===== src/rrts_pkg.sv =====
package rrts_pkg;

    localparam int NUM_SLOTS_DEF = 32;

    // APB side: one 32-bit register, word index in paddr[2]
    localparam int PADDR_W = 3;
    localparam int PDATA_W = 32;
    localparam logic [PADDR_W-3:0] REG_TIMESLICE = 1'b0;
    localparam logic [7:0] TIMESLICE_RST = 8'd4;

    // operation codes
    localparam logic [1:0] OP_SPAWN = 2'd0;
    localparam logic [1:0] OP_SET   = 2'd1;
    localparam logic [1:0] OP_REAP  = 2'd2;
    localparam logic [1:0] OP_TICK  = 2'd3;

    // task states
    localparam logic [2:0] TS_UNUSED  = 3'd0;
    localparam logic [2:0] TS_READY   = 3'd1;
    localparam logic [2:0] TS_RUNNING = 3'd2;
    localparam logic [2:0] TS_BLOCKED = 3'd3;
    localparam logic [2:0] TS_ZOMBIE  = 3'd4;

    // result status codes
    localparam logic [1:0] STAT_OK        = 2'd0;
    localparam logic [1:0] STAT_NOT_FOUND = 2'd1;
    localparam logic [1:0] STAT_FULL      = 2'd2;

    // datapath actions issued by the controller
    localparam logic [4:0] A_NOP        = 5'd0;
    localparam logic [4:0] A_LOAD       = 5'd1;
    localparam logic [4:0] A_SCAN_FREE  = 5'd2;
    localparam logic [4:0] A_SCAN_PID   = 5'd3;
    localparam logic [4:0] A_SCAN_ZERO  = 5'd4;
    localparam logic [4:0] A_SCAN_READY = 5'd5;
    localparam logic [4:0] A_SCAN       = 5'd6;
    localparam logic [4:0] A_READ_CUR   = 5'd7;
    localparam logic [4:0] A_TAKE_CUR   = 5'd8;
    localparam logic [4:0] A_CHARGE     = 5'd9;
    localparam logic [4:0] A_SPAWN_WR   = 5'd10;
    localparam logic [4:0] A_FULL       = 5'd11;
    localparam logic [4:0] A_NOT_FOUND  = 5'd12;
    localparam logic [4:0] A_DEMOTE     = 5'd13;
    localparam logic [4:0] A_SET_WR     = 5'd14;
    localparam logic [4:0] A_REAP_WR    = 5'd15;
    localparam logic [4:0] A_FALLBACK   = 5'd16;
    localparam logic [4:0] A_CUR_WR     = 5'd17;
    localparam logic [4:0] A_CUR_READY  = 5'd18;
    localparam logic [4:0] A_SWITCH     = 5'd19;
    localparam logic [4:0] A_RESULT     = 5'd20;

    typedef struct packed {
        logic [1:0]  opcode;
        logic [15:0] pid;
        logic [2:0]  new_state;
    } rrts_in_t;

    typedef struct packed {
        logic [1:0]  status;
        logic [4:0]  slot;
        logic        current_valid;
        logic [15:0] current_pid;
        logic [31:0] current_runtime;
        logic [5:0]  task_count;
        logic [31:0] switch_count;
        logic        switched;
        logic        demoted_valid;
        logic [15:0] demoted_pid;
    } rrts_out_t;

    typedef struct packed {
        logic [15:0] ident;
        logic [2:0]  state;
        logic [31:0] ticks;
    } rrts_entry_t;

    typedef struct packed {
        logic [4:0] act;
    } rrts_cmd_t;

    typedef struct packed {
        logic [1:0] op;
        logic       cur_valid;
        logic       found;
        logic       cur_is_hit;
        logic       ns_running;
        logic       ce_running;
        logic       switch_due;
        logic       scan_done;
    } rrts_sts_t;

endpackage


===== src/rrts_ram.sv =====
module rrts_ram #(
    parameter int WIDTH = 8,
    parameter int DEPTH = 32
) (
    input  logic                     aclk,
    input  logic                     we,
    input  logic [$clog2(DEPTH)-1:0] waddr,
    input  logic [WIDTH-1:0]         wdata,
    input  logic                     re,
    input  logic [$clog2(DEPTH)-1:0] raddr,
    output logic [WIDTH-1:0]         rdata
);

    logic [WIDTH-1:0] mem [DEPTH];

    always_ff @(posedge aclk) begin
        if (we) begin
            mem[waddr] <= wdata;
        end
        if (re) begin
            rdata <= mem[raddr];
        end
    end

endmodule


===== src/rrts_dp.sv =====
module rrts_dp import rrts_pkg::*; #(
    parameter int NUM_SLOTS = NUM_SLOTS_DEF
) (
    input  logic      aclk,
    input  logic      aresetn,
    input  rrts_in_t  s_data,
    input  logic [7:0] timeslice,
    input  rrts_cmd_t cmd,
    output rrts_sts_t sts,
    output rrts_out_t m_data
);

    localparam int SLOT_W = $clog2(NUM_SLOTS);
    localparam int LEFT_W = SLOT_W + 1;
    localparam int ENT_W  = $bits(rrts_entry_t);

    localparam logic [1:0] SCAN_FREE  = 2'd0;
    localparam logic [1:0] SCAN_PID   = 2'd1;
    localparam logic [1:0] SCAN_ZERO  = 2'd2;
    localparam logic [1:0] SCAN_READY = 2'd3;

    localparam logic [SLOT_W-1:0] LAST_SLOT = SLOT_W'(NUM_SLOTS - 1);

    // architectural state
    logic                 cur_valid_reg, cur_valid_next;
    logic [SLOT_W-1:0]    cur_slot_reg, cur_slot_next;
    logic [5:0]           used_reg, used_next;
    logic [31:0]          switch_reg, switch_next;
    logic [7:0]           slice_reg, slice_next;
    logic [NUM_SLOTS-1:0] vld_reg, vld_next;

    // item and scratch
    logic [1:0]           op_reg, op_next;
    logic [15:0]          pid_reg, pid_next;
    logic [2:0]           ns_reg, ns_next;
    logic [1:0]           sc_kind_reg, sc_kind_next;
    logic [SLOT_W-1:0]    sc_addr_reg, sc_addr_next;
    logic [LEFT_W-1:0]    sc_left_reg, sc_left_next;
    logic                 rdv_reg, rdv_next;
    logic                 hit_reg, hit_next;
    logic [SLOT_W-1:0]    hit_slot_reg, hit_slot_next;
    rrts_entry_t          hit_ent_reg, hit_ent_next;
    rrts_entry_t          ce_reg, ce_next;
    logic [1:0]           status_reg, status_next;
    logic [SLOT_W-1:0]    slot_reg, slot_next;
    logic                 switched_reg, switched_next;
    logic                 dem_valid_reg, dem_valid_next;
    logic [15:0]          dem_pid_reg, dem_pid_next;
    rrts_out_t            res_reg, res_next;
    logic [SLOT_W-1:0]    rd_addr_reg;
    logic                 rd_vld_reg;

    // table memory
    logic                 ram_we;
    logic [SLOT_W-1:0]    ram_waddr;
    rrts_entry_t          ram_wdata;
    logic                 ram_re;
    logic [SLOT_W-1:0]    ram_raddr;
    logic [ENT_W-1:0]     ram_rdata;

    rrts_entry_t          rd_ent;
    logic                 kind_hit;
    logic                 match;
    logic [SLOT_W-1:0]    cur_inc;
    logic [SLOT_W-1:0]    sc_inc;
    logic [SLOT_W-1:0]    res_slot;
    logic [SLOT_W+4:0]    res_slot_wide;

    rrts_ram #(
        .WIDTH(ENT_W),
        .DEPTH(NUM_SLOTS)
    ) u_table (
        .aclk (aclk),
        .we   (ram_we),
        .waddr(ram_waddr),
        .wdata(ram_wdata),
        .re   (ram_re),
        .raddr(ram_raddr),
        .rdata(ram_rdata)
    );

    // an entry never written reads as its reset value
    always_comb begin
        if (rd_vld_reg) begin
            rd_ent = rrts_entry_t'(ram_rdata);
        end else begin
            rd_ent.ident = '0;
            rd_ent.state = (rd_addr_reg == '0) ? TS_RUNNING : TS_UNUSED;
            rd_ent.ticks = '0;
        end
    end

    always_comb begin
        unique case (sc_kind_reg)
            SCAN_FREE:  kind_hit = (rd_ent.state == TS_UNUSED) || (rd_ent.state == TS_ZOMBIE);
            SCAN_PID:   kind_hit = (rd_ent.state != TS_UNUSED) && (rd_ent.ident == pid_reg);
            SCAN_ZERO:  kind_hit = (rd_ent.state != TS_UNUSED) && (rd_ent.ident == '0);
            SCAN_READY: kind_hit = (rd_ent.state == TS_READY);
            default:    kind_hit = 1'b0;
        endcase
    end

    assign match   = rdv_reg && kind_hit;
    assign cur_inc = (cur_slot_reg == LAST_SLOT) ? '0 : cur_slot_reg + SLOT_W'(1);
    assign sc_inc  = (sc_addr_reg == LAST_SLOT) ? '0 : sc_addr_reg + SLOT_W'(1);

    assign ram_re    = ((cmd.act == A_SCAN) && (sc_left_reg != '0)) || (cmd.act == A_READ_CUR);
    assign ram_raddr = (cmd.act == A_READ_CUR) ? cur_slot_reg : sc_addr_reg;

    // write port
    always_comb begin
        ram_we    = 1'b0;
        ram_waddr = hit_slot_reg;
        ram_wdata = hit_ent_reg;
        case (cmd.act)
            A_SPAWN_WR: begin
                ram_we          = 1'b1;
                ram_wdata.ident = pid_reg;
                ram_wdata.state = TS_READY;
                ram_wdata.ticks = '0;
            end
            A_SET_WR: begin
                ram_we          = (ns_reg <= TS_ZOMBIE);
                ram_wdata.state = ns_reg;
            end
            A_REAP_WR: begin
                ram_we          = 1'b1;
                ram_wdata.ident = '0;
                ram_wdata.state = TS_UNUSED;
                ram_wdata.ticks = '0;
            end
            A_FALLBACK: begin
                ram_we          = hit_reg;
                ram_wdata.state = TS_RUNNING;
            end
            A_SWITCH: begin
                ram_we          = 1'b1;
                ram_wdata.state = TS_RUNNING;
            end
            A_CUR_WR: begin
                ram_we    = 1'b1;
                ram_waddr = cur_slot_reg;
                ram_wdata = ce_reg;
            end
            A_CUR_READY, A_DEMOTE: begin
                ram_we          = 1'b1;
                ram_waddr       = cur_slot_reg;
                ram_wdata       = ce_reg;
                ram_wdata.state = TS_READY;
            end
            default: ;
        endcase
    end

    assign res_slot      = ((op_reg == OP_TICK) && cur_valid_reg) ? cur_slot_reg :
                           (op_reg == OP_TICK) ? '0 : slot_reg;
    assign res_slot_wide = {5'b0, res_slot};

    always_comb begin
        cur_valid_next = cur_valid_reg;
        cur_slot_next  = cur_slot_reg;
        used_next      = used_reg;
        switch_next    = switch_reg;
        slice_next     = slice_reg;
        vld_next       = vld_reg;
        op_next        = op_reg;
        pid_next       = pid_reg;
        ns_next        = ns_reg;
        sc_kind_next   = sc_kind_reg;
        sc_addr_next   = sc_addr_reg;
        sc_left_next   = sc_left_reg;
        rdv_next       = 1'b0;
        hit_next       = hit_reg;
        hit_slot_next  = hit_slot_reg;
        hit_ent_next   = hit_ent_reg;
        ce_next        = ce_reg;
        status_next    = status_reg;
        slot_next      = slot_reg;
        switched_next  = switched_reg;
        dem_valid_next = dem_valid_reg;
        dem_pid_next   = dem_pid_reg;
        res_next       = res_reg;

        if (ram_we) begin
            vld_next[ram_waddr] = 1'b1;
        end

        unique case (cmd.act)
            A_LOAD: begin
                op_next        = s_data.opcode;
                pid_next       = s_data.pid;
                ns_next        = s_data.new_state;
                status_next    = STAT_OK;
                slot_next      = '0;
                switched_next  = 1'b0;
                dem_valid_next = 1'b0;
                dem_pid_next   = '0;
            end
            A_SCAN_FREE, A_SCAN_PID, A_SCAN_ZERO: begin
                sc_kind_next = (cmd.act == A_SCAN_FREE) ? SCAN_FREE :
                               (cmd.act == A_SCAN_PID)  ? SCAN_PID : SCAN_ZERO;
                sc_addr_next = '0;
                sc_left_next = LEFT_W'(NUM_SLOTS);
                hit_next     = 1'b0;
            end
            A_SCAN_READY: begin
                sc_kind_next = SCAN_READY;
                sc_addr_next = cur_inc;
                sc_left_next = LEFT_W'(NUM_SLOTS - 1);
                hit_next     = 1'b0;
            end
            A_SCAN: begin
                if (sc_left_reg != '0) begin
                    sc_addr_next = sc_inc;
                    sc_left_next = sc_left_reg - LEFT_W'(1);
                    rdv_next     = 1'b1;
                end
                if (match) begin
                    hit_next      = 1'b1;
                    hit_slot_next = rd_addr_reg;
                    hit_ent_next  = rd_ent;
                end
            end
            A_TAKE_CUR: begin
                ce_next = rd_ent;
            end
            A_CHARGE: begin
                if (ce_reg.state == TS_RUNNING) begin
                    ce_next.ticks = ce_reg.ticks + 32'd1;
                    if (slice_reg != 8'hFF) begin
                        slice_next = slice_reg + 8'd1;
                    end
                end
            end
            A_SPAWN_WR: begin
                slot_next = hit_slot_reg;
                if (used_reg != 6'd63) begin
                    used_next = used_reg + 6'd1;
                end
            end
            A_FULL: begin
                status_next = STAT_FULL;
            end
            A_NOT_FOUND: begin
                status_next = STAT_NOT_FOUND;
            end
            A_DEMOTE: begin
                dem_valid_next = 1'b1;
                dem_pid_next   = ce_reg.ident;
            end
            A_SET_WR: begin
                slot_next = hit_slot_reg;
                if (ns_reg == TS_RUNNING) begin
                    cur_valid_next = 1'b1;
                    cur_slot_next  = hit_slot_reg;
                    slice_next     = '0;
                end
            end
            A_REAP_WR: begin
                slot_next = hit_slot_reg;
                if (used_reg != '0) begin
                    used_next = used_reg - 6'd1;
                end
            end
            A_FALLBACK: begin
                if (hit_reg) begin
                    cur_slot_next = hit_slot_reg;
                    slice_next    = '0;
                end else begin
                    cur_valid_next = 1'b0;
                    cur_slot_next  = '0;
                end
            end
            A_SWITCH: begin
                cur_slot_next = hit_slot_reg;
                slice_next    = '0;
                switch_next   = switch_reg + 32'd1;
                switched_next = 1'b1;
            end
            A_RESULT: begin
                res_next.status          = status_reg;
                res_next.slot            = res_slot_wide[4:0];
                res_next.current_valid   = cur_valid_reg;
                res_next.current_pid     = cur_valid_reg ? rd_ent.ident : '0;
                res_next.current_runtime = cur_valid_reg ? rd_ent.ticks : '0;
                res_next.task_count      = used_reg;
                res_next.switch_count    = switch_reg;
                res_next.switched        = switched_reg;
                res_next.demoted_valid   = dem_valid_reg;
                res_next.demoted_pid     = dem_pid_reg;
            end
            default: ;
        endcase
    end

    always_ff @(posedge aclk) begin
        if (!aresetn) begin
            cur_valid_reg <= 1'b1;
            cur_slot_reg  <= '0;
            used_reg      <= 6'd1;
            switch_reg    <= '0;
            slice_reg     <= '0;
            vld_reg       <= '0;
            rdv_reg       <= 1'b0;
        end else begin
            cur_valid_reg <= cur_valid_next;
            cur_slot_reg  <= cur_slot_next;
            used_reg      <= used_next;
            switch_reg    <= switch_next;
            slice_reg     <= slice_next;
            vld_reg       <= vld_next;
            rdv_reg       <= rdv_next;
        end
    end

    always_ff @(posedge aclk) begin
        op_reg        <= op_next;
        pid_reg       <= pid_next;
        ns_reg        <= ns_next;
        sc_kind_reg   <= sc_kind_next;
        sc_addr_reg   <= sc_addr_next;
        sc_left_reg   <= sc_left_next;
        hit_reg       <= hit_next;
        hit_slot_reg  <= hit_slot_next;
        hit_ent_reg   <= hit_ent_next;
        ce_reg        <= ce_next;
        status_reg    <= status_next;
        slot_reg      <= slot_next;
        switched_reg  <= switched_next;
        dem_valid_reg <= dem_valid_next;
        dem_pid_reg   <= dem_pid_next;
        res_reg       <= res_next;
        if (ram_re) begin
            rd_addr_reg <= ram_raddr;
            rd_vld_reg  <= vld_reg[ram_raddr];
        end
    end

    assign sts.op         = op_reg;
    assign sts.cur_valid  = cur_valid_reg;
    assign sts.found      = hit_reg;
    assign sts.cur_is_hit = cur_valid_reg && (cur_slot_reg == hit_slot_reg);
    assign sts.ns_running = (ns_reg == TS_RUNNING);
    assign sts.ce_running = (ce_reg.state == TS_RUNNING);
    assign sts.switch_due = (used_reg > 6'd1) && (slice_reg >= timeslice);
    assign sts.scan_done  = match || ((sc_left_reg == '0) && !rdv_reg);

    assign m_data = res_reg;

endmodule


===== src/rrts_ctrl.sv =====
module rrts_ctrl import rrts_pkg::*; (
    input  logic      aclk,
    input  logic      aresetn,
    input  logic      s_valid,
    output logic      s_ready,
    output logic      m_valid,
    input  logic      m_ready,
    input  rrts_sts_t sts,
    output rrts_cmd_t cmd
);

    localparam logic [4:0] S_IDLE     = 5'd0;
    localparam logic [4:0] S_DISPATCH = 5'd1;
    localparam logic [4:0] S_SCAN     = 5'd2;
    localparam logic [4:0] S_SPAWN    = 5'd3;
    localparam logic [4:0] S_SETST    = 5'd4;
    localparam logic [4:0] S_DTAKE    = 5'd5;
    localparam logic [4:0] S_DCHK     = 5'd6;
    localparam logic [4:0] S_SETWR    = 5'd7;
    localparam logic [4:0] S_REAP     = 5'd8;
    localparam logic [4:0] S_ZSCAN    = 5'd9;
    localparam logic [4:0] S_FALLBACK = 5'd10;
    localparam logic [4:0] S_TTAKE    = 5'd11;
    localparam logic [4:0] S_TCHARGE  = 5'd12;
    localparam logic [4:0] S_TDECIDE  = 5'd13;
    localparam logic [4:0] S_TSWITCH  = 5'd14;
    localparam logic [4:0] S_TSWAP    = 5'd15;
    localparam logic [4:0] S_REPORT   = 5'd16;
    localparam logic [4:0] S_RESULT   = 5'd17;

    logic [4:0] state_reg, state_next;
    logic [4:0] ret_reg, ret_next;
    logic       m_valid_reg, m_valid_next;
    logic [4:0] act;

    always_comb begin
        state_next = state_reg;
        ret_next   = ret_reg;
        act        = A_NOP;
        unique case (state_reg)
            S_IDLE: begin
                if (s_valid) begin
                    act        = A_LOAD;
                    state_next = S_DISPATCH;
                end
            end
            S_DISPATCH: begin
                unique case (sts.op)
                    OP_SPAWN: begin
                        act        = A_SCAN_FREE;
                        ret_next   = S_SPAWN;
                        state_next = S_SCAN;
                    end
                    OP_SET: begin
                        act        = A_SCAN_PID;
                        ret_next   = S_SETST;
                        state_next = S_SCAN;
                    end
                    OP_REAP: begin
                        act        = A_SCAN_PID;
                        ret_next   = S_REAP;
                        state_next = S_SCAN;
                    end
                    OP_TICK: begin
                        if (sts.cur_valid) begin
                            act        = A_READ_CUR;
                            state_next = S_TTAKE;
                        end else begin
                            state_next = S_REPORT;
                        end
                    end
                    default: state_next = S_REPORT;
                endcase
            end
            S_SCAN: begin
                act = A_SCAN;
                if (sts.scan_done) begin
                    state_next = ret_reg;
                end
            end
            S_SPAWN: begin
                act        = sts.found ? A_SPAWN_WR : A_FULL;
                state_next = S_REPORT;
            end
            S_SETST: begin
                if (!sts.found) begin
                    act        = A_NOT_FOUND;
                    state_next = S_REPORT;
                end else if (sts.ns_running && sts.cur_valid && !sts.cur_is_hit) begin
                    act        = A_READ_CUR;
                    state_next = S_DTAKE;
                end else begin
                    act        = A_SET_WR;
                    state_next = S_REPORT;
                end
            end
            S_DTAKE: begin
                act        = A_TAKE_CUR;
                state_next = S_DCHK;
            end
            S_DCHK: begin
                if (sts.ce_running) begin
                    act = A_DEMOTE;
                end
                state_next = S_SETWR;
            end
            S_SETWR: begin
                act        = A_SET_WR;
                state_next = S_REPORT;
            end
            S_REAP: begin
                if (!sts.found) begin
                    act        = A_NOT_FOUND;
                    state_next = S_REPORT;
                end else begin
                    act        = A_REAP_WR;
                    state_next = sts.cur_is_hit ? S_ZSCAN : S_REPORT;
                end
            end
            S_ZSCAN: begin
                act        = A_SCAN_ZERO;
                ret_next   = S_FALLBACK;
                state_next = S_SCAN;
            end
            S_FALLBACK: begin
                act        = A_FALLBACK;
                state_next = S_REPORT;
            end
            S_TTAKE: begin
                act        = A_TAKE_CUR;
                state_next = S_TCHARGE;
            end
            S_TCHARGE: begin
                act        = A_CHARGE;
                state_next = S_TDECIDE;
            end
            S_TDECIDE: begin
                if (sts.switch_due) begin
                    act        = A_SCAN_READY;
                    ret_next   = S_TSWITCH;
                    state_next = S_SCAN;
                end else begin
                    act        = A_CUR_WR;
                    state_next = S_REPORT;
                end
            end
            S_TSWITCH: begin
                if (sts.found) begin
                    act        = A_CUR_READY;
                    state_next = S_TSWAP;
                end else begin
                    act        = A_CUR_WR;
                    state_next = S_REPORT;
                end
            end
            S_TSWAP: begin
                act        = A_SWITCH;
                state_next = S_REPORT;
            end
            S_REPORT: begin
                act        = A_READ_CUR;
                state_next = S_RESULT;
            end
            S_RESULT: begin
                if (!m_valid_reg || m_ready) begin
                    act        = A_RESULT;
                    state_next = S_IDLE;
                end
            end
            default: state_next = S_IDLE;
        endcase
    end

    always_comb begin
        m_valid_next = m_valid_reg;
        if (act == A_RESULT) begin
            m_valid_next = 1'b1;
        end else if (m_ready) begin
            m_valid_next = 1'b0;
        end
    end

    always_ff @(posedge aclk) begin
        if (!aresetn) begin
            state_reg   <= S_IDLE;
            ret_reg     <= S_IDLE;
            m_valid_reg <= 1'b0;
        end else begin
            state_reg   <= state_next;
            ret_reg     <= ret_next;
            m_valid_reg <= m_valid_next;
        end
    end

    assign s_ready = (state_reg == S_IDLE);
    assign m_valid = m_valid_reg;
    assign cmd.act = act;

endmodule


===== src/round_robin_task_table_scheduler.sv =====
// Round-robin task table scheduler.
// Input channel (s_valid/s_ready/s_data): one operation per transfer: spawn,
// set task state, reap, or timer tick. Result channel (m_valid/m_ready/m_data):
// exactly one result transfer per operation, in order, carrying the status,
// the slot touched and a snapshot of the current task and counters.
// APB port: register 0 (byte address 0) is the time slice in ticks.
// Table access: a sequential scan reads the slot table through its single RAM read
// port, one slot per cycle. Spawn, set state and a tick with a switch scan the
// table once, a reap of the current task scans it twice, and a tick with no
// current task does not scan it at all.
// One operation is in flight at a time; s_ready is high while the controller
// idles, also while the previous result still waits in the output register.
// If the receiver stalls, the finished result holds in the output register and
// the next operation stops just before its own result until that one is taken.
// Reset: slot 0 holds the running task with id 0, all other slots are unused,
// the time slice is 4. The table needs no clearing pass: per-slot valid bits
// clear at once and an unwritten slot reads as its reset value.
module round_robin_task_table_scheduler import rrts_pkg::*; #(
    parameter int NUM_SLOTS = NUM_SLOTS_DEF
) (
    input  logic               aclk,
    input  logic               aresetn,
    // configuration
    input  logic               psel,
    input  logic               penable,
    input  logic               pwrite,
    input  logic [PADDR_W-1:0] paddr,
    input  logic [PDATA_W-1:0] pwdata,
    output logic [PDATA_W-1:0] prdata,
    output logic               pready,
    // operations in
    input  logic               s_valid,
    output logic               s_ready,
    input  rrts_in_t           s_data,
    // results out
    output logic               m_valid,
    input  logic               m_ready,
    output rrts_out_t          m_data
);

    logic [7:0] timeslice_reg, timeslice_next;
    logic       reg_sel;
    rrts_cmd_t  cmd;
    rrts_sts_t  sts;

    // Word index of the register file sits above the byte offset.
    assign reg_sel = (paddr[PADDR_W-1:2] == REG_TIMESLICE);

    // Capture the time slice on the access phase of a write transfer.
    always_comb begin
        timeslice_next = timeslice_reg;
        if (psel && penable && pwrite && reg_sel) begin
            timeslice_next = pwdata[7:0];
        end
    end

    always_ff @(posedge aclk) begin
        if (!aresetn) begin
            timeslice_reg <= TIMESLICE_RST;
        end else begin
            timeslice_reg <= timeslice_next;
        end
    end

    assign prdata = reg_sel ? {{(PDATA_W-8){1'b0}}, timeslice_reg} : '0;
    assign pready = 1'b1;

    // Controller: sequences scans, table writes and the result transfer.
    rrts_ctrl u_ctrl (
        .aclk   (aclk),
        .aresetn(aresetn),
        .s_valid(s_valid),
        .s_ready(s_ready),
        .m_valid(m_valid),
        .m_ready(m_ready),
        .sts    (sts),
        .cmd    (cmd)
    );

    // Datapath: slot table RAM, scan engine, scheduler state, result register.
    rrts_dp #(
        .NUM_SLOTS(NUM_SLOTS)
    ) u_dp (
        .aclk     (aclk),
        .aresetn  (aresetn),
        .s_data   (s_data),
        .timeslice(timeslice_reg),
        .cmd      (cmd),
        .sts      (sts),
        .m_data   (m_data)
    );

    // One operation at a time: an accepted transfer drops s_ready next cycle.
    a_one_in_flight: assert property (@(posedge aclk) disable iff (!aresetn)
        s_valid && s_ready |=> !s_ready)
        else $error("input accepted while an operation was in flight");

    // No current task means an empty snapshot.
    a_idle_snapshot: assert property (@(posedge aclk) disable iff (!aresetn)
        m_valid && !m_data.current_valid |->
            (m_data.current_pid == '0) && (m_data.current_runtime == '0))
        else $error("snapshot of a missing current task is not zero");

    // A switch only comes from a successful tick, never with a demotion.
    a_switch_clean: assert property (@(posedge aclk) disable iff (!aresetn)
        m_valid && m_data.switched |->
            (m_data.status == STAT_OK) && !m_data.demoted_valid)
        else $error("switch flagged on a non-tick result");

    // Demoted id is zero unless a demotion happened.
    a_demote_pid: assert property (@(posedge aclk) disable iff (!aresetn)
        m_valid && !m_data.demoted_valid |-> (m_data.demoted_pid == '0))
        else $error("demoted id set without a demotion");

endmodule


===== config.mk =====
export PLATFORM = sky130hd
export DESIGN_NAME = round_robin_task_table_scheduler
export DESIGN_NICKNAME = d
export VERILOG_FILES = /design/src/rrts_pkg.sv /design/src/rrts_ram.sv /design/src/rrts_dp.sv /design/src/rrts_ctrl.sv /design/src/round_robin_task_table_scheduler.sv
export SDC_FILE = /design/constraint.sdc
export NUM_CORES = 2
export LEC_CHECK = 0
export BUFFER_PORTS_ARGS = -buffer_cell sky130_fd_sc_hd__buf_2
export CORE_UTILIZATION = 49
export CTS_CLUSTER_DIAMETER = 60
export DETAILED_ROUTE_END_ITERATION = 16
export PLACE_DENSITY = 0.72
export SETUP_SLACK_MARGIN = 0.5
export SLEW_MARGIN = 30
export SYNTH_ARGS = -nofsm -noshare
export SYNTH_HDL_FRONTEND = slang
export SYNTH_SLANG_ARGS = --single-unit

===== constraint.sdc =====
create_clock -name aclk -period 8.15 [get_ports aclk]
set_clock_uncertainty 0.05 [all_clocks]
set_input_delay 0 -clock aclk [delete_from_list [all_inputs] [get_ports aclk]]
set_output_delay 0 -clock aclk [all_outputs]
set_load 0.005 [all_outputs]

==> metrics list <==
- Detailed placement ended at an HPWL of 122 mm.
- Counting the fill cells in the layout gives 12,781.
- Wire length of the first global-routing pass: 331 mm
* Crit Path Class: reg -> reg
- The floorplan has 150 rows.
* Per-instance average area after synthesis: 13.8 sq um
* Final hold violation count: 0
- Y dimension of the die: 413 um
- Along the worst hold path, the cell count comes to 5.
* Power per cell area: 323 nW/um^2
- After technology mapping, the gate count stands at 6,015.
- Multiplexer area fraction after synthesis: 1.56%
- At the later pin of the worst-skew pair, clock insertion delay measures 860 ps.
* Global route total overflow: 0
- Kind of capture point of the worst setup path: register
- CP cell instances: xnor2_1 > nand2_1 > o311ai_1 > or4b_1 > o2111a_1 > nand2b_4 > or3b_2 > a21oi_1 > nor2b_4 > buf_4
- For the pin with the worst max-slew slack, the measured transition is 1090 ps.
* Post-route DRC violation count: 0
* Post-CTS repair timing setup buffer count: 0
- Leak pwr: 31.6 nW
* Die extent in x: 413 um
* Cell type of the slowest stage on the worst timing path: sky130_fd_sc_hd__nor2b_4
* Dominant synthesized flop cell: sky130_fd_sc_hd__edfxtp_1
* Number of levels the H-tree was split into: 4
* Leading cell types by total area after synthesis: sky130_fd_sc_hd__edfxtp_1 71%, sky130_fd_sc_hd__nand2_1 5.1%, sky130_fd_sc_hd__dfxtp_1 2.5%
- Post-synthesis sequential area ratio: 73.7%
- STA classifies the critical path startpoint as a register.
- Routed wire length: 229 mm
- Pin placement for this block handled 210 I/O pins.
- Run status: finished clean
- Grouping stages by cell kind, the critical path spends the most delay in simple AND/OR/NAND/NOR gates.
- Flip-flop and latch count after synthesis: 2,071
- The register with the most flip-flops in the layout has 1,632 of them.
* Initial Util: 49.5%
- Final min period: 6220 ps
- Share of synthesized cell area in full adder, half adder and majority cells: 0.422%
* Largest family of logic cells by synthesized area: simple AND/OR/NAND/NOR gates
* Post-synthesis share of cell area spent on xor and xnor gates: 0.929%
- The detail route stage leaves a number of antenna-violating nets equal to 0.
- Number of distinct standard cells referenced by the synthesized netlist: 88
- Drt initial violations: 8,177
* CTS tree: yes
* Number of antenna violations at the first check in global routing: 20
- Last weighted congestion value of the routability-driven placer: 0.885
* Number of iterations in the first detailed-routing pass: 8
- The max-slew violation count was 0.
- Simple-gate share of the synthesized area: 12.3%
- Final period util: 76.3%
* Clock transition at the registers of the reported paths: 70 ps
- Final-report setup violation count: 0
- In this run, synthesis inferred 1,968 flip-flops with an integrated enable.
* WL per Instance: 26.8 um
- Most instantiated library cell after synthesis: sky130_fd_sc_hd__edfxtp_1
- Critical path data required time: 8580 ps
- TritonCTS Sinks: 2,071
- TritonCTS created 197 clock buffers.
- Floorplan Core Area: 168,000 sq um
* Overall global routing resource usage: 26.2%
- In this run the tightest slew margin relative to its limit is 26.8%.
- For this run, asynchronously set or reset flops after synthesis account for 0%.
- In this run the number of cells on the critical path is 10.
- Largest net degree at the start of global routing: 156
- The largest total area in the synthesized netlist belongs to sky130_fd_sc_hd__edfxtp_1.
- The die covers 171,000 sq um.
- After synthesis, the most frequently instantiated cells are 1,968 x sky130_fd_sc_hd__edfxtp_1, 1,121 x sky130_fd_sc_hd__nand2_1, 387 x sky130_fd_sc_hd__nand3_1, 282 x sky130_fd_sc_hd__clkbuf_1, 234 x sky130_fd_sc_hd__and3_1.
* Maxcap violations: 0
- The register with the most flip-flops in the final layout is u_dp.u_table.mem.
- Share of the synthesized area in the top cell type: 71.3%
* Total negative slack: 0 ps
- In the final design database the tool counted 6,258 nets.
- Number of cells traversed by the worst register-to-register path: 10
* Max Clock Freq: 161 MHz
* IR drop worst, VDD: 0.000284 V
- For this block, the via count after detailed routing is 53,663.
- In this design, the stage delay of the slowest critical-path cell is 790 ps.
* Vias in the first global route: 50,326
* Cell Area, Synth: 82,900 sq um
- The synthesized netlist devotes 8.45% of its cell area to compound gates.
- Arrival time of the worst setup path: 6650 ps
- I/O Buffers: 158
* Warning count from the yosys run: 0
- Root Buffer: sky130_fd_sc_hd__clkbuf_16
- Measured on the finished design, the core utilization comes to 55.9%.
- Area growth syn-to-layout: 13.0%
- Average via count per standard cell: 6.27
* Max clock buf depth: 3
* Classification of the worst-slack hold path: in -> reg
- Setup repair after global routing left no endpoint under its margin.
- Of the cells placed in the final design, the portion with a size suffix greater than 1 is 11.2%.
* Worst-path fanout max: 28
- Together, buffers and inverters on the worst path number 1.
[area by class of cell]
type / instances / area (sq um) / area share (%)
clock buffer: 247 / 5220 / 5.57
multi-input combinational: 3470 / 20200 / 21.6
antenna: 16 / 40.0 / 0.0427
timing repair buffer: 363 / 2980 / 3.17
sequential: 2071 / 61200 / 65.3
clock inverter: 119 / 1110 / 1.19
tap: 2204 / 2760 / 2.94
inverter: 64 / 249 / 0.266
[cell families (layout without fill, tap and decap cells)]
| logic type | after synthesis | count (layout) |
|---|---|---|
| simple gates | 2187 | 2187 |
| flops | 2071 | 2071 |
| compound gates | 1015 | 1015 |
| buf+inv | 497 | 793 |
| mux | 127 | 127 |
| xor+xnor | 88 | 88 |
| fa+ha+maj | 28 | 28 |
| other cells | 2 | 41 |
[final timing paths]
check             slack (ps)                       to                  from
setup / recovery        1930  u_dp.u_table.mem[30][8]  u_dp.cur_slot_reg[3]
hold / removal           120      u_ctrl.state_reg[1]               s_valid
setup reg to reg        1930  u_dp.u_table.mem[30][8]  u_dp.cur_slot_reg[3]
hold reg to reg          370          u_dp.m_data[13]  u_dp.dem_pid_reg[13]
[layout by cell type, fill, tap and decap left out, types with 22 or more instances in the layout]
| master | netlist | routed |
|---|---|---|
| sky130_fd_sc_hd__xnor2_1 | 42 | 42 |
| sky130_fd_sc_hd__nor2_4 | 1 | 24 |
| sky130_fd_sc_hd__mux2i_1 | 106 | 99 |
| sky130_fd_sc_hd__nor2_1 | 122 | 101 |
| sky130_fd_sc_hd__a31oi_1 | 223 | 220 |
| sky130_fd_sc_hd__buf_12 | 0 | 29 |
| sky130_fd_sc_hd__xor2_1 | 46 | 46 |
| sky130_fd_sc_hd__o22ai_1 | 141 | 141 |
| sky130_fd_sc_hd__clkbuf_16 | 0 | 198 |
| sky130_fd_sc_hd__o2111ai_1 | 34 | 34 |
| sky130_fd_sc_hd__dlygate4sd3_1 | 0 | 78 |
| sky130_fd_sc_hd__buf_2 | 92 | 161 |
| sky130_fd_sc_hd__and3_1 | 234 | 234 |
| sky130_fd_sc_hd__buf_4 | 34 | 87 |
| sky130_fd_sc_hd__a211oi_1 | 229 | 229 |
| sky130_fd_sc_hd__a32oi_1 | 22 | 22 |
| sky130_fd_sc_hd__clkinv_2 | 0 | 45 |
| sky130_fd_sc_hd__nand2_1 | 1121 | 1119 |
| sky130_fd_sc_hd__nor2b_1 | 32 | 22 |
| sky130_fd_sc_hd__nand4_1 | 93 | 93 |
| sky130_fd_sc_hd__inv_1 | 61 | 60 |
| sky130_fd_sc_hd__nand3_1 | 387 | 385 |
| sky130_fd_sc_hd__and2_1 | 83 | 74 |
| sky130_fd_sc_hd__o21a_1 | 35 | 35 |
| sky130_fd_sc_hd__edfxtp_1 | 1968 | 1968 |
| sky130_fd_sc_hd__dfxtp_1 | 103 | 102 |
| sky130_fd_sc_hd__clkinv_1 | 0 | 38 |
| sky130_fd_sc_hd__clkbuf_1 | 282 | 41 |
| sky130_fd_sc_hd__o21ai_0 | 135 | 132 |
| sky130_fd_sc_hd__a21oi_1 | 47 | 47 |
| sky130_fd_sc_hd__ha_1 | 28 | 28 |
| sky130_fd_sc_hd__conb_1 | 2 | 25 |
| sky130_fd_sc_hd__a22o_2 | 0 | 26 |
[report_power, final]
part	switching (mW)	internal, mW
Combinational	6.02	2.60
Clock	4.05	4.90
Sequential	0.428	12.3
Total	10.5	19.8
[stage by stage]
step                      setup slack (ps)  cells  instance area, sq um  hold slack [ps]  power, mW
after floorplan                       1660   6038                 83000             48.9       18.4
after global placement                1720   8083                 86300              130       21.1
after detailed placement              1660   8087                 86400              128       21.3
after CTS                             1670   8531                 93500             70.5       30.1
after global routing                  1710   8540                 93700              149       31.4
final                                 1930   8554                 93700              121       30.3
[worst min-delay path: cells and delay by family]
kind | cells | cell delay [ps]
AOI/OAI and AO/OA | 2 | 190
buffers and inverters | 3 | 780
[layer usage]
layer	up-vias	GRT usage, %	part of all wire [%]
met5	-	0	0.030
met4	10	10.2	3.6
met3	523	5.70	12
met2	3343	40.9	46
met1	26639	36.0	38
li1	23148	-	-
[timing repair]
action / in CTS / in global routing
gates resized for setup: 0 / 0
endpoints found under the hold margin: 123 / 0
hold buffers: 78 / 0
No activity file was read; power rests on OpenSTA's default activity.
